$ cat src/message_fifo_drop_oldest_macros.svh
// Assertion helpers shared by the message FIFO modules.
`ifndef MESSAGE_FIFO_DROP_OLDEST_MACROS_SVH
`define MESSAGE_FIFO_DROP_OLDEST_MACROS_SVH

// A condition that must hold at every clock edge outside reset.
`define MFDO_ASSERT_ALWAYS(name, clk_i, rstn_i, expr, msg) \
    name: assert property (@(posedge clk_i) disable iff (!rstn_i) (expr)) \
        else $error(msg);

// A condition that must hold in the same cycle whenever the trigger holds.
`define MFDO_ASSERT_IMPLY(name, clk_i, rstn_i, ante, cons, msg) \
    name: assert property (@(posedge clk_i) disable iff (!rstn_i) (ante) |-> (cons)) \
        else $error(msg);

`endif

$ cat src/mfdo_pkg.sv
package mfdo_pkg;

    // Fixed field widths of the interface.
    localparam int ACT_W      = 2;
    localparam int BYTE_W     = 8;
    localparam int LEN_W      = 7;
    localparam int CNT_OUT_W  = 5;
    localparam int CFG_ENT_W  = 5;
    localparam int CFG_IDX_W  = 1;
    localparam int CFG_DATA_W = 7;

    // Register indexes of the configuration port.
    localparam logic [CFG_IDX_W-1:0] CFG_MAX_ENTRIES = 1'd0;
    localparam logic [CFG_IDX_W-1:0] CFG_MAX_BYTES   = 1'd1;

    // Configuration values after reset.
    localparam logic [CFG_ENT_W-1:0] MAX_ENTRIES_RST = 5'd0;
    localparam logic [LEN_W-1:0]     MAX_BYTES_RST   = 7'd64;

    // Command queue between the front and back ends.
    localparam int CMDQ_DEPTH = 4;
    localparam int CMDQ_PTR_W = 2;

    // Result queue at the output.
    localparam int OQ_DEPTH = 4;
    localparam int OQ_PTR_W = 2;
    localparam int OQ_CNT_W = 3;

    typedef enum logic [ACT_W-1:0] {
        ACT_APPEND = 2'd0,
        ACT_COMMIT = 2'd1,
        ACT_POP    = 2'd2,
        ACT_PEEK   = 2'd3
    } action_t;

    typedef enum logic [1:0] {
        STAT_OK       = 2'd0,
        STAT_EMPTY    = 2'd1,
        STAT_TOO_LONG = 2'd2
    } status_t;

    // One classified item, as handed from the front end to the back end.
    typedef struct packed {
        logic                 is_read;
        status_t              status;
        logic                 drop;
        logic [CNT_OUT_W-1:0] count;
        logic                 empty;
    } cmd_t;

    // One result beat.
    typedef struct packed {
        status_t              status;
        logic [BYTE_W-1:0]    data;
        logic                 byte_valid;
        logic                 last;
        logic [LEN_W-1:0]     length;
        logic                 drop;
        logic [CNT_OUT_W-1:0] count;
        logic                 empty;
    } res_t;

    // Store write strobes from the front end.
    typedef struct packed {
        logic msg_we;
        logic len_we;
    } wr_ctl_t;

endpackage

$ cat src/mfdo_front.sv
`include "message_fifo_drop_oldest_macros.svh"

module mfdo_front
    import mfdo_pkg::*;
#(
    parameter int DEPTH   = 16,
    parameter int MAX_LEN = 64,
    localparam int SLOTS  = DEPTH + 1,
    localparam int SLOT_W = $clog2(SLOTS),
    localparam int ADDR_W = $clog2(SLOTS * MAX_LEN)
)
(
    input  logic                  clk,
    input  logic                  rst_n,
    input  logic                  push,
    output logic                  full,
    input  logic [ACT_W-1:0]      action,
    input  logic [BYTE_W-1:0]     data_byte,
    input  logic                  cfg_valid,
    input  logic [CFG_IDX_W-1:0]  cfg_index,
    input  logic [CFG_DATA_W-1:0] cfg_data,
    input  logic                  cmdq_full,
    input  logic                  slot_busy,
    output logic [SLOT_W-1:0]     probe_slot,
    output logic                  cmd_push,
    output cmd_t                  cmd,
    output logic [SLOT_W-1:0]     cmd_slot,
    output wr_ctl_t               wr_ctl,
    output logic [ADDR_W-1:0]     msg_addr,
    output logic [BYTE_W-1:0]     msg_data,
    output logic [SLOT_W-1:0]     len_addr,
    output logic [LEN_W-1:0]      len_data
);

    localparam int CNT_W = $clog2(DEPTH + 1);
    localparam int ENT_W = (CNT_W > CFG_ENT_W) ? CNT_W : CFG_ENT_W;

    logic [CFG_ENT_W-1:0] max_ent_reg;
    logic [LEN_W-1:0]     max_bytes_reg;
    logic [SLOT_W-1:0]    read_slot_reg, read_slot_next;
    logic [SLOT_W-1:0]    write_slot_reg, write_slot_next;
    logic [CNT_W-1:0]     held_reg, held_next;
    logic [LEN_W-1:0]     staged_reg, staged_next;

    logic                 acc;
    logic                 drop;
    logic [SLOT_W-1:0]    read_slot_inc;
    logic [SLOT_W-1:0]    write_slot_inc;
    logic [LEN_W-1:0]     len_lim;
    logic [ENT_W-1:0]     ent_lim;
    logic [ENT_W-1:0]     max_ent_ext;
    logic [ENT_W-1:0]     held_ext;

    // Stall while the command queue is full or the staging slot is still being read.
    assign full = cmdq_full | slot_busy;
    assign acc  = push & ~full;

    // Ring pointer increments over the slots.
    assign read_slot_inc  = (read_slot_reg == SLOT_W'(SLOTS - 1)) ? '0
                                                                  : read_slot_reg + 1'b1;
    assign write_slot_inc = (write_slot_reg == SLOT_W'(SLOTS - 1)) ? '0
                                                                   : write_slot_reg + 1'b1;

    // Effective limits after clamping to the built capacity.
    assign len_lim     = (max_bytes_reg > LEN_W'(MAX_LEN)) ? LEN_W'(MAX_LEN) : max_bytes_reg;
    assign max_ent_ext = ENT_W'(max_ent_reg);
    assign held_ext    = ENT_W'(held_reg);
    assign ent_lim     = (max_ent_reg == '0 || max_ent_ext > ENT_W'(DEPTH)) ? ENT_W'(DEPTH)
                                                                         : max_ent_ext;

    // Store write ports always point at the staging slot.
    assign msg_addr   = ADDR_W'(write_slot_reg) * ADDR_W'(MAX_LEN) + ADDR_W'(staged_reg);
    assign msg_data   = data_byte;
    assign len_addr   = write_slot_reg;
    assign len_data   = staged_reg;
    assign probe_slot = write_slot_reg;
    assign cmd_slot   = read_slot_reg;
    assign cmd_push   = acc;

    // Classify the item and update the queue bookkeeping.
    always_comb
    begin
        read_slot_next  = read_slot_reg;
        write_slot_next = write_slot_reg;
        held_next       = held_reg;
        staged_next     = staged_reg;
        drop            = 1'b0;
        wr_ctl          = '0;
        cmd             = '0;
        cmd.status      = STAT_OK;
        if (acc)
        begin
            unique case (action_t'(action)) inside
                ACT_APPEND:
                begin
                    if (staged_reg < len_lim)
                    begin
                        wr_ctl.msg_we = 1'b1;
                        staged_next   = staged_reg + 1'b1;
                    end
                    else
                    begin
                        cmd.status = STAT_TOO_LONG;
                    end
                end
                ACT_COMMIT:
                begin
                    if (held_ext >= ent_lim && held_reg != '0)
                    begin
                        drop           = 1'b1;
                        read_slot_next = read_slot_inc;
                    end
                    held_next       = drop ? held_reg : held_reg + 1'b1;
                    wr_ctl.len_we   = 1'b1;
                    write_slot_next = write_slot_inc;
                    staged_next     = '0;
                    cmd.drop        = drop;
                end
                ACT_POP, ACT_PEEK:
                begin
                    if (held_reg == '0)
                    begin
                        cmd.status = STAT_EMPTY;
                    end
                    else
                    begin
                        cmd.is_read = 1'b1;
                        if (action_t'(action) == ACT_POP)
                        begin
                            read_slot_next = read_slot_inc;
                            held_next      = held_reg - 1'b1;
                        end
                    end
                end
            endcase
        end
        cmd.count = CNT_OUT_W'(held_next);
        cmd.empty = (held_next == '0);
    end

    // Queue state.
    always_ff @(posedge clk or negedge rst_n)
    begin
        if (!rst_n)
        begin
            read_slot_reg  <= '0;
            write_slot_reg <= '0;
            held_reg       <= '0;
            staged_reg     <= '0;
        end
        else
        begin
            read_slot_reg  <= read_slot_next;
            write_slot_reg <= write_slot_next;
            held_reg       <= held_next;
            staged_reg     <= staged_next;
        end
    end

    // Configuration registers.
    always_ff @(posedge clk or negedge rst_n)
    begin
        if (!rst_n)
        begin
            max_ent_reg   <= MAX_ENTRIES_RST;
            max_bytes_reg <= MAX_BYTES_RST;
        end
        else if (cfg_valid)
        begin
            unique case (cfg_index)
                CFG_MAX_ENTRIES: max_ent_reg   <= cfg_data[CFG_ENT_W-1:0];
                CFG_MAX_BYTES:   max_bytes_reg <= cfg_data;
            endcase
        end
    end

    `MFDO_ASSERT_ALWAYS(a_held_bound, clk, rst_n, held_reg <= CNT_W'(DEPTH), "held count above depth")
    `MFDO_ASSERT_ALWAYS(a_staged_bound, clk, rst_n, staged_reg <= LEN_W'(MAX_LEN), "staged length above maximum")

endmodule

$ cat config.mk
export PLATFORM = sky130hd
export DESIGN_NAME = mfdo_front
export DESIGN_NICKNAME = d
export VERILOG_FILES = /design/src/mfdo_pkg.sv /design/src/mfdo_front.sv
export VERILOG_INCLUDE_DIRS = /design/src /design/src/src
export SDC_FILE = /design/constraint.sdc
export NUM_CORES = 1
export LEC_CHECK = 0
export ABC_AREA = 1
export ABC_CLOCK_PERIOD_IN_PS = 5400
export BUFFER_PORTS_ARGS = -buffer_cell sky130_fd_sc_hd__buf_2
export CORE_UTILIZATION = 45
export CTS_CLUSTER_SIZE = 30
export DETAILED_ROUTE_END_ITERATION = 10
export PLACE_DENSITY = 0.81
export SYNTH_ARGS = -nofsm -noshare
export SYNTH_HDL_FRONTEND = slang
export SYNTH_SLANG_ARGS = --single-unit
export TNS_END_PERCENT = 100
$ cat constraint.sdc
create_clock -name clk -period 5.4 [get_ports clk]
set_clock_uncertainty 0.2 [all_clocks]
set_input_delay 0.27 -clock clk [delete_from_list [all_inputs] [get_ports clk]]
set_output_delay 0.27 -clock clk [all_outputs]
set_load 0.02 [all_outputs]
==> flow_summary.json, run 1 <==
{
  "row_count": 27,
  "gr-total-overflow": 0,
  "hold_viol": 0,
  "r2r_slack_ns": 2.43,
  "die_area_sq_um": 6040,
  "die_w_um": 77.7,
  "grt_max_degree": 35,
  "worst_pin_slew_ns": 0.754,
  "clk-insertion-delay-late_ns": 0.29,
  "clk_path_buf_depth": 2,
  "core_area_sq_um": 5510,
  "grt_first_pass_wirelength_um": 9580,
  "nets": 429,
  "finalSetupTns_ns": 0,
  "fill_cells": 524,
  "mostFrequentLayoutCells": "nand2_1, buf_2, inv_1",
  "cp.required_ns": 4.93,
  "synthesis.nets": 381,
  "setup_viol": 0,
  "cts.sinks": 34,
  "worstPathArrival_ns": 3.04,
  "avgSynthCellArea_sq_um": 7.68,
  "async_flop_share_pct": 100,
  "drc": 0,
  "pin_count": 79,
  "finalCritPeriodShare_pct": 65.1,
  "cts-root-buf": "clkbuf_8",
  "yosys.area.top_type_share_pct": 32.0,
  "ys_top_cells_by_area": "dfrtp_1, nand2_1, ha_1",
  "cp_max_fo": 8,
  "numCtsBuffers": 5,
  "clkTransAtPathRegs_ns": 0.08,
  "design_area_sq_um": 2940,
  "synth-seq-cells": 34,
  "final_cells": 457,
  "seq_area_frac_synth_pct": 33.0,
  "htreeDepth": 2,
  "synth_ff_type": "dfrtp_1",
  "grt_util_all_layers_pct": 19.7,
  "outcome": "complete, no violations",
  "initial_utilization_pct": 46.9,
  "routed.top_layer": "met4",
  "min_path_type": "input port to register",
  "cellLeakagePower_nw": 1.61,
  "wl_met2_um": 2600,
  "synthesis.area_sq_um": 2580,
  "post_cts_resized": 0,
  "area_growth_pct": 13.8,
  "synth_warnings": 0,
  "slew_viol_final": 0,
  "cts_tree": "done",
  "antenna_cells": 0,
  "place.gp.congestion": 0.911,
  "dp_slack_ns": 2.20,
  "min_path_cells": 2,
  "mostFrequentLayoutCell": "nand2_1",
  "layout-drive-gt1-share_pct": 22.9,
  "dpl-instance-area_sq_um": 2800,
  "reg2regPathDepth": 13,
  "rsz0062_at_grt": "no",
  "synth_edf_count": 0,
  "yosysUniqueCellTypes": 38,
  "crit_path_start_kind": "register",
  "drt-wirelength-per-cell_um": 12.2,
  "die_h_um": 77.7,
  "drt-total-wl_um": 5570,
  "vias": 2313,
  "multi_input_area_sq_um": 1370,
  "worstSetupPathType": "register to primary output",
  "seqCellArea_sq_um": 852,
  "hold_slack_ns": 0.0125,
  "ant_nets": 0,
  "syn_inst": 336,
  "portBuffers": 62,
  "grt_pass1_vias": 2103,
  "fmax_mhz": 285,
  "vdd_ir_drop_max_v": 0.000186,
  "vias_per_cell": 5.06,
  "period_needed_ns": 3.51,
  "p_per_area_nw_per_um2": 433,
  "hpwl_um": 4240,
  "worst_setup_path_end_kind": "primary output",
  "layout_setup_ws_ns": 1.89,
  "yosysTopAreaCell": "dfrtp_1",
  "slew_headroom_pct": 49.7,
  "timing.max_cap.violations": 0,
  "routed-wl-met3_um": 378,
  "wl_met1_um": 2520,
  "place_inst": 447,
  "drt_iter0_markers": 199,
  "first_pass_iters": 4,
  "antenna_found_initial": 0
}
==> worst max-delay path: stages, from the launching register on <==
cell	delay, ns
dfrtp_1	0.39
or4_1	0.52
ha_1	0.30
inv_1	0.09
nand2_1	0.06
ha_1	0.26
nand2_1	0.08
inv_1	0.05
nand2_1	0.07
nand3_2	0.17
nand2_8	0.14
nand2_1	0.06
nand2_1	0.05
nand2_1	0.04
nor2_1	0.14
nand3_1	0.09
nor2_1	0.08
buf_2	0.16
==> metrics by stage <==
stage,power (mW),utilization [%]
final,1.27,53.4
after detailed placement,1.03,50.9
after floorplan,0.892,-
after global routing,1.37,53.4
after global placement,1.01,50.9
after CTS,1.28,53.4
==> cell families after synthesis <==
family,synth area share [%]
and+or+nand+nor,28.8
muxes,0.436
AOI/OAI and AO/OA,9.36
DFF,33.0
xor gates and xnor gates,4.41
buffers and inverters,13.8
adders and majority gates,10.2
==> power breakdown <==
part | leakage (nW) | switching [mW] | internal, mW
combinational | 1.14 | 0.397 | 0.215
sequential | 0.418 | 0.0992 | 0.322
clock | 0.0504 | 0.100 | 0.137
==> Yosys cell counts (2+ instances only) <==
cell type,n
a21oi_1,8
buf_4,19
dfrtp_1,33
ha_1,21
inv_1,42
inv_2,2
inv_4,2
nand2_1,87
nand2_4,2
nand3_1,25
nand4_1,4
nor2_1,23
nor2_8,2
nor3_1,4
o211ai_1,3
o21ai_0,25
or2_2,2
xnor2_1,3
xor2_1,10
==> layer usage <==
layer,global-route usage (%),up-vias
met1,26.0,1046
li1,-,1161
met4,6.23,0
met2,31.9,93
met5,0,-
met3,4.47,13
==> cell type report <==
cell class	count	area share (%)
tap	72	3.07
clock buffer	5	2.34
inverter	46	6.05
clock inverter	3	1.53
timing repair buffer	64	11.2
sequential	34	29.0
multi-input combinational	233	46.8
==> final timing paths <==
path | startpoint | endpoint
min in group asynchronous | rst_n | cmd_slot[1]$_DFFE_PN0P_
worst max-delay path | max_ent_ext[0]$_DFFE_PN0P_ | cmd[0]
max in group asynchronous | rst_n | held_ext[1]$_DFF_PN0_
worst min-delay path | cfg_data[5] | max_bytes_reg[5]$_DFFE_PN0P_
worst max register to register | max_ent_ext[0]$_DFFE_PN0P_ | cmd_slot[3]$_DFFE_PN0P_
worst min register to register | max_ent_ext[0]$_DFFE_PN0P_ | max_ent_ext[0]$_DFFE_PN0P_
==> timing repair <==
item / in CTS / in global routing
setup buffers: 0 / 0
hold endpoints to repair: 34 / 0
hold buffers: 2 / 0
setup endpoints to repair: 0 / 0
Power figures use the tool's default switching activity.
==> inputs of run 2 (changes only) <==
--- a/config.mk
+++ b/config.mk
@@ -6,13 +6,13 @@
 export SDC_FILE = /design/constraint.sdc
 export NUM_CORES = 1
 export LEC_CHECK = 0
-export ABC_AREA = 1
-export ABC_CLOCK_PERIOD_IN_PS = 5400
+export ABC_AREA = 0
+export ABC_CLOCK_PERIOD_IN_PS = 3000
 export BUFFER_PORTS_ARGS = -buffer_cell sky130_fd_sc_hd__buf_2
 export CORE_UTILIZATION = 45
 export CTS_CLUSTER_SIZE = 30
 export DETAILED_ROUTE_END_ITERATION = 10
-export PLACE_DENSITY = 0.81
+export PLACE_DENSITY = 0.85
 export SYNTH_ARGS = -nofsm -noshare
 export SYNTH_HDL_FRONTEND = slang
 export SYNTH_SLANG_ARGS = --single-unit
==> constraint.sdc (replaced) <==
create_clock -name clk -period 3 [get_ports clk]
set_clock_uncertainty 0.2 [all_clocks]
set_input_delay 0.15 -clock clk [delete_from_list [all_inputs] [get_ports clk]]
set_output_delay 0.15 -clock clk [all_outputs]
set_load 0.02 [all_outputs]
==> flow_summary.json, run 2 <==
{
  "outcome": "finished, violations left",
  "violations": "negative setup slack",
  "synthesis.nets": 318,
  "yosysUniqueCellTypes": 52,
  "area_growth_pct": 32.6,
  "synth_warnings": 0,
  "ys_top_cells_by_count": "dfrtp_1, nand2_1, ha_1, buf_4",
  "synth_edf_count": 0,
  "grt_max_degree": 35,
  "slew_headroom_pct": 48.8,
  "gr-total-overflow": 0,
  "finalSetupTns_ns": -5.47,
  "hold_slack_ns": 0.0339,
  "hold_viol": 0,
  "die_w_um": 76.6,
  "layout_setup_ws_ns": -0.828,
  "row_count": 26,
  "drc": 0,
  "numCtsBuffers": 5,
  "drt_iter0_markers": 149,
  "seq_area_frac_synth_pct": 34.1,
  "grt_first_pass_wirelength_um": 10800,
  "cellLeakagePower_nw": 1.57,
  "drt-total-wl_um": 6970,
  "synth-seq-cells": 34,
  "finalCritPeriodShare_pct": 128,
  "place.gp.congestion": 0.998,
  "initial_utilization_pct": 47.8,
  "crit_family": "simple AND/OR/NAND/NOR gates",
  "cts.sinks": 34,
  "slew_viol_final": 0,
  "worst_setup_path_end_kind": "primary output",
  "path_cells": "or4_4 -> ha_4 -> nand2b_1 -> ha_1 -> nand2_1 -> nor2_2 -> a211oi_1 -> a311o_1 -> or3b_4 -> nor4_4 -> buf_4",
  "worstPathArrival_ns": 3.48,
  "period_needed_ns": 3.83,
  "critPathMaxStageDelay_ns": 0.56,
  "slowest_stage": "or4_4",
  "die_h_um": 76.6,
  "cts_tree": "done",
  "ys_top_cells_by_area": "dfrtp_1, ha_1, mux2_2",
  "min_path_type": "input port to register",
  "yosysMostFrequentCell": "dfrtp_1",
  "vias_per_cell": 5.81,
  "die_area_sq_um": 5860,
  "cp_max_fo": 4,
  "syn_inst": 273,
  "critical_path_buf_inv_count": 1,
  "layout-drive-gt1-share_pct": 41.3,
  "pin_count": 79,
  "timing.max_cap.violations": 0,
  "clkTransAtPathRegs_ns": 0.07,
  "hpwl_um": 4630,
  "grt_pass1_vias": 2321,
  "setup_viol": 16,
  "grt_util_all_layers_pct": 23.4,
  "yosysTopAreaCell": "dfrtp_1",
  "mostFrequentLayoutCell": "buf_2",
  "cts-root-buf": "clkbuf_8",
  "avgSynthCellArea_sq_um": 9.16,
  "antenna_cells": 0,
  "ant_nets": 0,
  "drt-wirelength-per-cell_um": 16.6,
  "core_area_sq_um": 5240,
  "clk-insertion-delay-late_ns": 0.30,
  "htreeDepth": 2,
  "synth_ff_type": "dfrtp_1",
  "worst_pin_slew_ns": 0.768,
  "mostFrequentLayoutCells": "buf_2, dfrtp_1, buf_4",
  "worstSetupPathType": "register to primary output",
  "fmax_mhz": 261,
  "async_flop_share_pct": 100,
  "crit_path_start_kind": "register",
  "rsz0062_at_grt": "yes",
  "nets": 395,
  "cp.required_ns": 2.65,
  "synthesis.area_sq_um": 2500,
  "yosys.area.top_type_share_pct": 33.0,
  "antenna_found_initial": 0,
  "p_per_area_nw_per_um2": 676,
  "portBuffers": 62,
  "vias": 2448,
  "clk_path_buf_depth": 2,
  "vdd_ir_drop_max_v": 0.000413,
  "first_pass_iters": 5
}
==> run 2: cell types whose count changed after synthesis, sizes merged, moves of 11 or more <==
cell	previous run	this run
nand2	90	25
inv	46	14
nand3	27	10
nor2	26	11
mux2	1	15
o21ai	26	15
==> run 2: worst register-to-register path: stages, from the launching register on <==
cell      delay (ns)
dfrtp_1         0.41
or4_4           0.56
ha_4            0.28
nand2b_1        0.19
ha_1            0.33
nand2_1         0.12
buf_4           0.16
o21ai_2         0.19
buf_6           0.14
buf_6           0.09
a21bo_4         0.15
nand2_4         0.06
mux2_4          0.31
==> run 2: timing repair <==
item                                    CTS  global route
cloned                                    0             0
hold buffers                              8             0
hold endpoints to repair                 45             0
buffers inserted                          1             3
endpoints found under the setup margin   15            15
resized for setup                        24            20
pin swaps                                 7            17
==> run 2: area by class of cell <==
cell class,instances,area (sq um)
Fill cell,404,1920
Clock inverter,1,5.00
Multi-Input combinational cell,197,1600
Tap cell,70,87.6
Timing Repair Buffer,97,634
Sequential cell,34,852
Inverter,15,56.3
Clock buffer,7,86.3
==> run 2: metrics by stage <==
| stage | total power, mW | cell area, sq um | setup WS [ns] | util [%] | instances |
|---|---|---|---|---|---|
| 2_1_floorplan | 1.35 | 2530 | -0.504 | - | 273 |
| 3_3_place_gp | 1.64 | 2930 | -0.454 | 56.0 | 402 |
| 3_5_place_dp | 1.67 | 2930 | -0.543 | 56.0 | 402 |
| 4_1_cts | 2.11 | 3210 | -0.649 | 61.3 | 419 |
| 5_1_grt | 2.38 | 3320 | -0.911 | 63.3 | 421 |
| 6_report | 2.24 | 3320 | -0.828 | 63.3 | 421 |
==> run 2: cell families (layout without fill, tap and decap cells) <==
kind of cell,Yosys count,count (layout),share of synthesized area (%)
DFF,34,34,34.1
adders and majority gates,21,21,10.5
xor gates and xnor gates,5,5,1.75
and+or+nand+nor,93,93,21.2
AOI/OAI and AO/OA,63,63,16.5
buffers and inverters,42,120,9.25
muxes,15,15,6.75
==> run 2: path summary, 6_finish.rpt <==
kind,from,endpoint,slack [ns],cells after the start
worst min register to register,max_bytes_reg[3]$_DFFE_PN0P_,max_bytes_reg[3]$_DFFE_PN0P_,0.31,1
min in group asynchronous,rst_n,held_ext[2]$_DFF_PN0_,0.27,2
worst max register to register,max_ent_ext[3]$_DFFE_PN0P_,cmd_slot[0]$_DFFE_PN0P_,-0.31,12
max in group asynchronous,rst_n,len_data[6]$_DFFE_PN0P_,1.84,2
worst max-delay path,max_ent_ext[3]$_DFFE_PN0P_,cmd[0],-0.83,11
worst min-delay path,cfg_index,max_ent_ext[4]$_DFFE_PN0P_,0.03,3
==> run 2: routing by layer <==
layer,part of all wire [%],GRT usage (%)
met5,0,0
met3,6.5,5.99
met2,50,40.5
met1,40,26.7
met4,3.2,11.2
==> run 2: where the power goes <==
part	switching (mW)	total, mW	internal [mW]
logic	0.652	1.19	0.536
registers	0.141	0.695	0.555
clock network	0.173	0.358	0.185
total	0.966	2.24	1.28
