File: src/message_fifo_drop_oldest_macros.svh
// Assertion helpers shared by the message FIFO modules.
`ifndef MESSAGE_FIFO_DROP_OLDEST_MACROS_SVH
`define MESSAGE_FIFO_DROP_OLDEST_MACROS_SVH

// A condition that must hold at every clock edge outside reset.
`define MFDO_ASSERT_ALWAYS(name, clk_i, rstn_i, expr, msg) \
    name: assert property (@(posedge clk_i) disable iff (!rstn_i) (expr)) \
        else $error(msg);

// A condition that must hold in the same cycle whenever the trigger holds.
`define MFDO_ASSERT_IMPLY(name, clk_i, rstn_i, ante, cons, msg) \
    name: assert property (@(posedge clk_i) disable iff (!rstn_i) (ante) |-> (cons)) \
        else $error(msg);

`endif

File: src/mfdo_pkg.sv
package mfdo_pkg;

    // Fixed field widths of the interface.
    localparam int ACT_W      = 2;
    localparam int BYTE_W     = 8;
    localparam int LEN_W      = 7;
    localparam int CNT_OUT_W  = 5;
    localparam int CFG_ENT_W  = 5;
    localparam int CFG_IDX_W  = 1;
    localparam int CFG_DATA_W = 7;

    // Register indexes of the configuration port.
    localparam logic [CFG_IDX_W-1:0] CFG_MAX_ENTRIES = 1'd0;
    localparam logic [CFG_IDX_W-1:0] CFG_MAX_BYTES   = 1'd1;

    // Configuration values after reset.
    localparam logic [CFG_ENT_W-1:0] MAX_ENTRIES_RST = 5'd0;
    localparam logic [LEN_W-1:0]     MAX_BYTES_RST   = 7'd64;

    // Command queue between the front and back ends.
    localparam int CMDQ_DEPTH = 4;
    localparam int CMDQ_PTR_W = 2;

    // Result queue at the output.
    localparam int OQ_DEPTH = 4;
    localparam int OQ_PTR_W = 2;
    localparam int OQ_CNT_W = 3;

    typedef enum logic [ACT_W-1:0] {
        ACT_APPEND = 2'd0,
        ACT_COMMIT = 2'd1,
        ACT_POP    = 2'd2,
        ACT_PEEK   = 2'd3
    } action_t;

    typedef enum logic [1:0] {
        STAT_OK       = 2'd0,
        STAT_EMPTY    = 2'd1,
        STAT_TOO_LONG = 2'd2
    } status_t;

    // One classified item, as handed from the front end to the back end.
    typedef struct packed {
        logic                 is_read;
        status_t              status;
        logic                 drop;
        logic [CNT_OUT_W-1:0] count;
        logic                 empty;
    } cmd_t;

    // One result beat.
    typedef struct packed {
        status_t              status;
        logic [BYTE_W-1:0]    data;
        logic                 byte_valid;
        logic                 last;
        logic [LEN_W-1:0]     length;
        logic                 drop;
        logic [CNT_OUT_W-1:0] count;
        logic                 empty;
    } res_t;

    // Store write strobes from the front end.
    typedef struct packed {
        logic msg_we;
        logic len_we;
    } wr_ctl_t;

endpackage

File: src/mfdo_cmdq.sv
module mfdo_cmdq
    import mfdo_pkg::*;
#(
    parameter int DEPTH   = 16,
    localparam int SLOT_W = $clog2(DEPTH + 1)
)
(
    input  logic              clk,
    input  logic              rst_n,
    input  logic              push,
    input  cmd_t              cmd_in,
    input  logic [SLOT_W-1:0] slot_in,
    output logic              full,
    input  logic              pop,
    output logic              empty,
    output cmd_t              cmd_out,
    output logic [SLOT_W-1:0] slot_out,
    input  logic [SLOT_W-1:0] probe_slot,
    output logic              slot_busy
);

    cmd_t                  cmd_reg  [CMDQ_DEPTH];
    logic [SLOT_W-1:0]     slot_reg [CMDQ_DEPTH];
    logic [CMDQ_DEPTH-1:0] valid_reg, valid_next;
    logic [CMDQ_PTR_W-1:0] wr_ptr_reg, rd_ptr_reg;

    assign full     = valid_reg[wr_ptr_reg];
    assign empty    = ~valid_reg[rd_ptr_reg];
    assign cmd_out  = cmd_reg[rd_ptr_reg];
    assign slot_out = slot_reg[rd_ptr_reg];

    // A queued read of the probed slot must finish before that slot is rewritten.
    always_comb
    begin
        slot_busy = 1'b0;
        for (int i = 0; i < CMDQ_DEPTH; i++)
        begin
            if (valid_reg[i] && cmd_reg[i].is_read && slot_reg[i] == probe_slot)
            begin
                slot_busy = 1'b1;
            end
        end
    end

    always_comb
    begin
        valid_next = valid_reg;
        if (push)
        begin
            valid_next[wr_ptr_reg] = 1'b1;
        end
        if (pop)
        begin
            valid_next[rd_ptr_reg] = 1'b0;
        end
    end

    // Payload storage.
    always_ff @(posedge clk)
    begin
        if (push)
        begin
            cmd_reg[wr_ptr_reg]  <= cmd_in;
            slot_reg[wr_ptr_reg] <= slot_in;
        end
    end

    // Occupancy and pointers.
    always_ff @(posedge clk or negedge rst_n)
    begin
        if (!rst_n)
        begin
            valid_reg  <= '0;
            wr_ptr_reg <= '0;
            rd_ptr_reg <= '0;
        end
        else
        begin
            valid_reg <= valid_next;
            if (push)
            begin
                wr_ptr_reg <= wr_ptr_reg + 1'b1;
            end
            if (pop)
            begin
                rd_ptr_reg <= rd_ptr_reg + 1'b1;
            end
        end
    end

endmodule

File: config.mk
export PLATFORM = sky130hd
export DESIGN_NAME = mfdo_cmdq
export DESIGN_NICKNAME = d
export VERILOG_FILES = /design/src/message_fifo_drop_oldest_macros.svh /design/src/mfdo_pkg.sv /design/src/mfdo_cmdq.sv
export SDC_FILE = /design/constraint.sdc
export NUM_CORES = 1
export LEC_CHECK = 0
export ABC_CLOCK_PERIOD_IN_PS = 1590
export BUFFER_PORTS_ARGS = -buffer_cell sky130_fd_sc_hd__buf_2
export CAP_MARGIN = 20
export CORE_ASPECT_RATIO = 0.6
export CORE_MARGIN = 10
export CORE_UTILIZATION = 50
export DETAILED_ROUTE_END_ITERATION = 8
export PLACE_DENSITY = 0.79
export SETUP_SLACK_MARGIN = 0.4
export SLEW_MARGIN = 10
export SYNTH_ARGS = -nofsm -noshare
export SYNTH_HDL_FRONTEND = slang
export SYNTH_SLANG_ARGS = --single-unit
export TNS_END_PERCENT = 1
File: constraint.sdc
create_clock -name clk -period 1.59 [get_ports clk]
set_clock_uncertainty 0.15 [all_clocks]
set_input_delay 0.0795 -clock clk [delete_from_list [all_inputs] [get_ports clk]]
set_output_delay 0.0795 -clock clk [all_outputs]
set_load 0.02 [all_outputs]
==> results of run 1 <==
==> metrics by stage <==
step | cells | setup TNS, ns | hold slack (ns) | worst slack (ns) | power (mW)
floorplan | 147 | 0 | -0.366 | 0.138 | 4.12
CTS | 308 | -4.79 | 0.127 | -0.310 | 6.89
finish | 308 | -4.58 | 0.0592 | -0.310 | 6.91
global route | 308 | -5.79 | 0.0501 | -0.442 | 7.28
global placement | 269 | 0 | -0.229 | 0.00448 | 4.84
detailed placement | 269 | -0.0229 | -0.222 | -0.0229 | 4.93
==> power by group <==
part,internal (mW),switching (mW),leakage (nW)
Clock,0.869,0.587,0.107
Sequential,2.38,0.255,0.644
Combinational,1.44,1.38,0.687
==> area by class of cell <==
class                           count  area [µm²]  area share [%]
Multi-Input combinational cell     68         898            23.4
Tap cell                           80         100            2.61
Clock inverter                      6        78.8            2.05
Inverter                            5        21.3           0.554
Timing Repair Buffer               71         608            15.8
Sequential cell                    68        2000            52.2
Clock buffer                       10         128            3.32
==> logic make-up after synthesis <==
| logic type | Yosys count |
|---|---|
| adder cells (fa/ha/maj) | 8 |
| AND/OR/NAND/NOR | 15 |
| XOR/XNOR | 22 |
| buffers and inverters | 11 |
| multiplexers | 17 |
| AO/OA/AOI/OAI | 6 |
| flip-flops | 68 |
==> cell usage after synthesis <==
library cell	instances	area [µm²]
and2_1	4	25.0
edfxtp_1	60	1800
dfrtp_1	8	200
buf_2	2	10.0
clkbuf_1	1	3.75
ha_1	8	100
buf_1	1	3.75
mux4_1	9	236
nand4_1	5	31.3
nor4_1	4	25.0
mux4_2	8	180
buf_12	1	20.0
buf_6	1	11.3
nand2_1	2	7.51
xor2_1	18	158
o21ai_0	2	10.0
a2bb2oi_1	4	35.0
xnor2_1	4	35.0
inv_1	5	18.8
==> worst max-delay path: cells and delay by family, from the launching register on <==
family	cells	cell delay, ns
mux	1	0.55
flops	1	0.43
buf+inv	2	0.34
==> layer usage <==
layer	up-vias	wire (µm)	track usage [%]
met4	0	36	3.76
met3	7	521	7.63
met5	-	0	0
met1	799	2530	15.2
li1	737	-	-
met2	53	2940	22.2
==> what timing repair did <==
item	CTS	global route
setup buffers	3	0
gates cloned	1	0
hold endpoints to repair	76	0
pin swaps	6	0
setup endpoints to repair	84	93
hold buffers	19	0
gates resized for setup	33	7
==> worst max-delay path by stage <==
stage / start / endpoint / slack (ns) / cells past startpoint
CTS: rd_ptr_reg[0] / slot_out[4] / -0.31 / 3
finish: rd_ptr_reg[0] / cmd_out[8] / -0.31 / 3
global placement: slot_reg[2][0] / slot_busy / 0.004 / 5
floorplan: rd_ptr_reg[0] / cmd_out[2] / 0.14 / 3
global route: slot_reg[2][3] / slot_busy / -0.44 / 5
detailed placement: slot_reg[2][0] / slot_busy / -0.02 / 5
==> flow_metrics.env, run 1 <==
export IMPL_overflow=0
export IMPL_utilization_pct=68.6
export IMPL_rsz0062_at_grt="true"
export IMPL_cts_root_buf="clkbuf_8"
export IMPL_cp_required_ns=1.36
export IMPL_syn_nets=179
export IMPL_slowest_stage="mux4_1"
export IMPL_placed_area_um2=3280
export IMPL_failed_checks="negative setup slack"
export IMPL_wirelength_mm=6.03
export IMPL_final_common_cell="edfxtp_1"
export IMPL_syn2layout_area_growth_pct=31.8
export IMPL_critical_path_peak_fanout=7
export IMPL_cts_path_max_buffers=2
export IMPL_initial_core_util_pct=52.0
export IMPL_critPathKind="reg2out"
export IMPL_path_clk_slew_ns=0.07
export IMPL_arrival_ns=1.67
export IMPL_ys_ff_latch=68
export IMPL_fin_nets=255
export IMPL_synthXorXnorAreaFrac_pct=6.62
export IMPL_tritoncts="built"
export IMPL_syn_cell_area_um2=2910
export IMPL_synth_simple_gate_area_share_pct=3.05
export IMPL_ys_types=19
export IMPL_fin_area_um2=3840
export IMPL_r2r_slack_ns=0.05
export IMPL_muxShareOfSynthArea_pct=14.3
export IMPL_drive_gt1_share_pct=41.7
export IMPL_dr_pass1_iters=4
export IMPL_die_h_um=79.1
export IMPL_dieArea_um2=9380
export IMPL_std_cell_rows=21
export IMPL_crit_path_start_kind="register"
export IMPL_antenna_found_initial=0
export IMPL_initialDrtViolationCount=93
export IMPL_hold_violations=0
export IMPL_status="finished, violations left"
export IMPL_insertedDiodeCount=0
export IMPL_fill_cells=373
export IMPL_synthCells=147
export IMPL_wl_per_cell_um=19.6
export IMPL_ant_nets=0
export IMPL_hpwlAfterDp_mm=3.96
export IMPL_cts_buffers=9
export IMPL_grt_pass1_vias=1788
export IMPL_rr_worst_depth=7
export IMPL_ios=42
export IMPL_via_per_inst=5.18
export IMPL_insertion_delay_ns=0.34
export IMPL_synth_compound_area_share_pct=1.55
export IMPL_largest_reg_flops=40
export IMPL_slew_headroom_pct=79.2
export IMPL_worstPathCellList="buf_12 > mux4_1 > clkbuf_4"
export IMPL_layout_common_cells="60 x edfxtp_1, 33 x buf_2, 18 x xor2_1, 18 x dlygate4sd3_1, 11 x mux4_2"
export IMPL_ys_warn_count=0
export IMPL_globalplace_congestion=0.808
export IMPL_p_leak_nw=1.44
export IMPL_slew_viol_final=0
export IMPL_period_minus_slack_ns=1.90
export IMPL_worst_slew_pin_slew_ns=0.309
export IMPL_die_x_um=119
export IMPL_yosysSeqAreaShare_pct=68.7
export IMPL_h_tree_depth=3
export IMPL_grt_pass1_wl_mm=9.72
export IMPL_power_density_nw_per_um2=1800
export IMPL_timing_rr_end="rd_ptr_reg[1]"
export IMPL_clock_sinks=68
export IMPL_crit_reg2reg_launch="rd_ptr_reg[0]"
export IMPL_drc=0
export IMPL_setup_ws_ns=-0.310
export IMPL_period_share_pct=119
export IMPL_core_um2=5600
export IMPL_grt_max_degree=17
export IMPL_max_stage_delay_ns=0.55
export IMPL_num_vias=1596
export IMPL_fmax_mhz=526
export IMPL_setup_viol_count_final=18
export IMPL_synthAdderAreaFrac_pct=3.44
export IMPL_vdd_ir_drop_worst_mv=1.16
export IMPL_grt_usage_pct=13.6
export IMPL_synth_top_family_by_area="multiplexers"
export IMPL_cp_end_kind="output port"
export IMPL_drv_cap=0
export IMPL_postSynthAreaPerCell_um2=19.8
export IMPL_hold_path_class="in2async"
export IMPL_port_buffer_count=41
Note: power is estimated with default switching activity, not from simulation.
==> run 2: changes to the inputs <==
--- a/constraint.sdc
+++ b/constraint.sdc
@@ -4,2 +4,2 @@
 set_output_delay 0.0795 -clock clk [all_outputs]
-set_load 0.02 [all_outputs]
+set_load 0.05 [all_outputs]
==> run 2 against run 1 <==
  * The run still ends with negative setup slack left
  * Hold slack got worse by 0.013 ns
  * Sequential cell count is the same
  * Clock-buffer cell count shrank 1
  * Critical path depth increased by 2
  * Via count is 0.38% higher
  * Sequential power barely moved
  * Register-to-register slack got worse by 0.02 ns
  * Setup slack got worse by 0.059 ns
  * Wire length increased by 4.8%
  * Critical endpoint is now slot_busy
  * Highest routed layer unchanged
==> flow_metrics.env, run 2 (synthesized netlist as in run 1, its figures left out) <==
export IMPL_period_minus_slack_ns=1.96
export IMPL_std_cell_rows=21
export IMPL_critPathKind="reg2out"
export IMPL_ant_nets=0
export IMPL_layout_common_cells="60 x edfxtp_1, 24 x buf_2, 18 x xor2_1, 18 x dlygate4sd3_1, 18 x buf_6"
export IMPL_hpwlAfterDp_mm=4.01
export IMPL_drv_cap=0
export IMPL_path_clk_slew_ns=0.08
export IMPL_worst_slew_pin_slew_ns=0.307
export IMPL_initial_core_util_pct=52.0
export IMPL_overflow=0
export IMPL_num_vias=1602
export IMPL_p_int_mw=5.24
export IMPL_hold_path_class="in2async"
export IMPL_clockPowerShare_pct=22.0
export IMPL_initialDrtViolationCount=91
export IMPL_arrival_ns=1.73
export IMPL_fmax_mhz=510
export IMPL_tritoncts="built"
export IMPL_globalRouteMet3Util_pct=5.93
export IMPL_critical_path_peak_fanout=2
export IMPL_die_x_um=119
export IMPL_seq_power_share_pct=31.6
export IMPL_cts_path_max_buffers=2
export IMPL_globalplace_congestion=0.920
export IMPL_failed_checks="negative setup slack"
export IMPL_p_leak_nw=1.46
export IMPL_grt_use_met1_pct=16.7
export IMPL_fin_nets=255
export IMPL_fin_area_um2=3900
export IMPL_die_h_um=79.1
export IMPL_vdd_ir_drop_worst_mv=0.978
export IMPL_globalRouteMet2Util_pct=23.1
export IMPL_antenna_found_initial=0
export IMPL_cp_end_kind="output port"
export IMPL_top_usage_layer="met2"
export IMPL_period_share_pct=123
export IMPL_rsz0062_at_grt="true"
export IMPL_switchingPower_mw=3.03
export IMPL_wl_per_cell_um=20.6
export IMPL_slew_headroom_pct=79.4
export IMPL_final_common_cell="edfxtp_1"
export IMPL_clock_sinks=68
export IMPL_wirelength_mm=6.32
export IMPL_cts_buffers=9
export IMPL_grt_pass1_vias=1832
export IMPL_slew_viol_final=0
export IMPL_insertion_delay_ns=0.34
export IMPL_dr_pass1_iters=4
export IMPL_drc=0
export IMPL_status="finished, violations left"
export IMPL_fill_cells=355
export IMPL_cts_root_buf="clkbuf_8"
export IMPL_via_per_inst=5.22
export IMPL_drive_gt1_share_pct=42.3
export IMPL_h_tree_depth=3
export IMPL_power_density_nw_per_um2=2120
export IMPL_utilization_pct=69.6
export IMPL_sw_frac_of_total_pct=36.7
export IMPL_grt_max_degree=17
export IMPL_ios=42
export IMPL_grt_usage_pct=14.2
export IMPL_setup_viol_count_final=18
export IMPL_port_buffer_count=41
export IMPL_insertedDiodeCount=0
export IMPL_hold_violations=0
export IMPL_core_um2=5600
export IMPL_crit_path_start_kind="register"
export IMPL_comb_power_share_pct=46.4
export IMPL_grt_pass1_wl_mm=10.2
export IMPL_dieArea_um2=9380
export IMPL_cp_required_ns=1.36
export IMPL_largest_reg_flops=40
export IMPL_syn2layout_area_growth_pct=33.8
export IMPL_placed_area_um2=3280
export IMPL_setup_ws_ns=-0.369
run 2: path summary, 6_finish.rpt:
path	from	to	slack [ns]	depth (start not counted)
setup / recovery	slot_reg[2][3]	slot_busy	-0.37	5
setup reg to reg	rd_ptr_reg[0]	rd_ptr_reg[1]	0.03	6
hold reg to reg	valid_reg[0]	valid_reg[0]	0.46	1
max in group asynchronous	rst_n	rd_ptr_reg[0]	1.05	3
hold / removal	rst_n	rd_ptr_reg[0]	0.05	3
min in group clk	push	slot_reg[1][4]	0.05	2
run 2: metal layers:
layer | part of all wire, % | vias to the layer above
met5 | 0 | -
met4 | 1.2 | 0
met3 | 7.7 | 9
met2 | 48 | 67
met1 | 43 | 796
li1 | - | 730
run 2: final cells by class:
cell class	instances	area, µm²	share of cell area (%)
clock buffers	9	124	3.18
clock inverters	6	138	3.53
flip-flops and latches	68	2000	51.4
multi-input cells	68	833	21.4
well taps	80	100	2.57
inverters	5	22.5	0.578
repair buffers	71	676	17.3
run 2: power groups by stage:
stage | Clock [mW] | Combinational (mW) | Sequential, mW
after floorplan | 0 | 2.30 | 2.55
after global placement | 0 | 3.02 | 2.59
after detailed placement | 0 | 3.07 | 2.61
after CTS | 1.85 | 3.82 | 2.62
after global routing | 1.93 | 4.04 | 2.66
final | 1.82 | 3.84 | 2.62
run 2: metrics by stage:
step	setup TNS, ns	cells	power (mW)	worst slack, ns	hold slack (ns)
after floorplan	0	147	4.85	0.0364	-0.366
after global placement	-0.00251	270	5.60	-0.00224	-0.226
after detailed placement	-0.103	270	5.69	-0.0396	-0.216
after CTS	-5.65	306	8.29	-0.351	0.0347
after global routing	-6.53	307	8.63	-0.436	0.0493
final	-5.44	307	8.28	-0.369	0.0458
run 2: repair_timing:
action	in CTS	in global routing
pin swaps	4	4
gates resized for setup	59	4
setup endpoints to repair	84	93
hold buffers	19	0
endpoints found under the hold margin	76	0
gates cloned	1	0
buffers inserted	1	1
run 2: critical path: stages (launching register included):
cell,delay [ns]
edfxtp_1,0.40
xor2_1,0.19
nor4_1,0.33
nand4_1,0.16
nand4_1,0.13
buf_6,0.17
==> run 3: changes to the inputs <==
- CORE_ASPECT_RATIO: 0.6 -> 1.4
==> run 3 against run 2 <==
  * The flow still finishes with violations (negative setup slack)
  * Non-clock buffer count decreased by 3
  * Maximum frequency decreased by 1.4%
  * Clock-buffer cell count unchanged
  * Die area decreased by 0.61%
  * Wire length decreased by 9.6%
  * Critical endpoint unchanged
  * Highest routed layer unchanged
  * Design area decreased by 3.5%
  * Sequential power about the same
  * Sequential cell count unchanged
  * Hold slack got worse by 0.0029 ns
  * Final cell count decreased by 4.6%
  * Sequential share of layout area increased by 1.8 points
  * First-iteration DRC count increased by 4.4%
==> flow_metrics.env, run 3 (synthesized netlist as in run 1, its figures left out) <==
export IMPL_comb_power_share_pct=48.1
export IMPL_num_vias=1568
export IMPL_cts_buffers=9
export IMPL_antenna_found_initial=0
export IMPL_initialDrtViolationCount=95
export IMPL_placed_area_um2=3280
export IMPL_h_tree_depth=3
export IMPL_whs_ns=0.0429
export IMPL_grt_pass1_vias=1818
export IMPL_dr_pass1_iters=4
export IMPL_grt_usage_pct=13.2
export IMPL_cts_setup_buffers=0
export IMPL_r2r_slack_ns=0.13
export IMPL_final_cells=293
export IMPL_slew_headroom_pct=78.9
export IMPL_port_buffer_count=41
export IMPL_path_clk_slew_ns=0.07
export IMPL_sw_frac_of_total_pct=38.4
export IMPL_hold_violations=0
export IMPL_insertedDiodeCount=0
export IMPL_fin_nets=252
export IMPL_std_cell_rows=32
export IMPL_drc=0
export IMPL_via_per_inst=5.35
export IMPL_arrival_ns=1.76
export IMPL_setup_ws_ns=-0.397
export IMPL_status="finished, violations left"
export IMPL_fmax_mhz=503
export IMPL_p_leak_nw=1.40
export IMPL_failed_checks="negative setup slack"
export IMPL_fin_area_um2=3760
export IMPL_largest_reg_flops=40
export IMPL_dp_cells=258
export IMPL_wl_per_cell_um=19.5
export IMPL_critPathKind="reg2out"
export IMPL_die_x_um=84.5
export IMPL_clockPowerShare_pct=17.1
export IMPL_clock_sinks=68
export IMPL_cp_end_kind="output port"
export IMPL_initial_core_util_pct=52.3
export IMPL_finalSetupTns_ns=-4.19
export IMPL_seq_power_share_pct=34.9
export IMPL_p_int_mw=4.59
export IMPL_period_share_pct=125
export IMPL_slew_viol_final=0
export IMPL_timing_rr_end="slot_reg[1][3]"
export IMPL_rr_worst_depth=4
export IMPL_utilization_pct=67.6
export IMPL_syn2layout_area_growth_pct=29.1
export IMPL_crit_path_start_kind="register"
export IMPL_cts_root_buf="clkbuf_8"
export IMPL_wirelength_mm=5.72
export IMPL_drv_cap=0
export IMPL_cts_path_max_buffers=2
export IMPL_die_h_um=110
export IMPL_dieArea_um2=9320
export IMPL_ant_nets=0
export IMPL_pre_cts_ws_ns=-0.184
export IMPL_power_density_nw_per_um2=1980
export IMPL_critical_path_peak_fanout=2
export IMPL_crit_reg2reg_launch="wr_ptr_reg[1]"
export IMPL_min_to="cmd_reg[3][2]"
export IMPL_rsz0062_at_grt="true"
export IMPL_hold_path_class="in2reg"
export IMPL_period_minus_slack_ns=1.99
export IMPL_ios=42
export IMPL_tritoncts="built"
export IMPL_cp_required_ns=1.36
export IMPL_worstHoldStart="push"
export IMPL_grt_max_degree=19
export IMPL_total_power_mw=7.45
export IMPL_switchingPower_mw=2.86
export IMPL_drive_gt1_share_pct=40.4
export IMPL_layout_common_cells="60 x edfxtp_1, 24 x buf_2, 18 x xor2_1, 18 x dlygate4sd3_1, 17 x mux4_2"
export IMPL_setup_viol_count_final=18
export IMPL_grt_pass1_wl_mm=9.43
export IMPL_hold_depth=2
export IMPL_overflow=0
export IMPL_vdd_ir_drop_worst_mv=1.51
export IMPL_hpwlAfterDp_mm=4.00
export IMPL_final_common_cell="edfxtp_1"
export IMPL_core_um2=5570
export IMPL_worst_slew_pin_slew_ns=0.314
export IMPL_globalplace_congestion=0.690
export IMPL_insertion_delay_ns=0.33
## run 3: cell types whose count changed in the layout (fill, tap and decap cells not counted), moves of 2 or more
cell | before | now
nor4_1 | 4 | 0
clkinv_2 | 0 | 4
clkinv_4 | 2 | 0
clkinv_1 | 0 | 2
buf_6 | 18 | 14
a2bb2oi_1 | 2 | 4
buf_4 | 3 | 5
a2bb2oi_2 | 2 | 0
nor4_2 | 0 | 4
bufinv_16 | 4 | 1
## run 3: routing by layer
layer  global-route usage, %  vias to the layer above  share of wire, %
met5                       0                        -                 0
met4                    6.60                        0               2.0
met3                    4.26                        8               5.2
met2                    23.1                       53                55
met1                    14.1                      780                38
li1                        -                      727                 -
## run 3: worst max-delay path, cell delays in order, from the launching register on
cell	delay, ns
edfxtp_1	0.43
xor2_1	0.19
nor4_2	0.37
nand4_1	0.14
nand4_1	0.14
buf_6	0.17
## run 3: power by group through the flow
stage / logic [mW] / registers, mW / clock network, mW
2_1_floorplan: 2.30 / 2.55 / 0
3_3_place_gp: 2.99 / 2.59 / 0
3_5_place_dp: 3.06 / 2.62 / 0
4_1_cts: 3.61 / 2.60 / 1.31
5_1_grt: 3.78 / 2.64 / 1.40
6_report: 3.58 / 2.60 / 1.27
## run 3: final cells by class
class	instances	area, µm²
flip-flops and latches	68	2000
clock inverters	7	57.6
multi-input cells	68	843
clock buffers	9	124
well taps	68	85.1
fillers	379	1810
inverters	5	22.5
repair buffers	68	626
## run 3: worst max path at each step
stage	start	end	slack, ns	cells past startpoint
after detailed placement	slot_reg[2][0]	slot_busy	-0.18	5
after global routing	slot_reg[2][2]	slot_busy	-0.44	5
after CTS	slot_reg[2][2]	slot_busy	-0.35	5
after global placement	slot_reg[1][2]	slot_busy	-0.07	5
final	slot_reg[2][2]	slot_busy	-0.40	5
after floorplan	rd_ptr_reg[0]	cmd_out[0]	0.04	2
## run 3: timing repair
action / in CTS / in global routing
hold buffers: 19 / 0
endpoints found under the hold margin: 76 / 0
pin swaps: 3 / 4
resized for setup: 50 / 4
setup endpoints to repair: 84 / 92
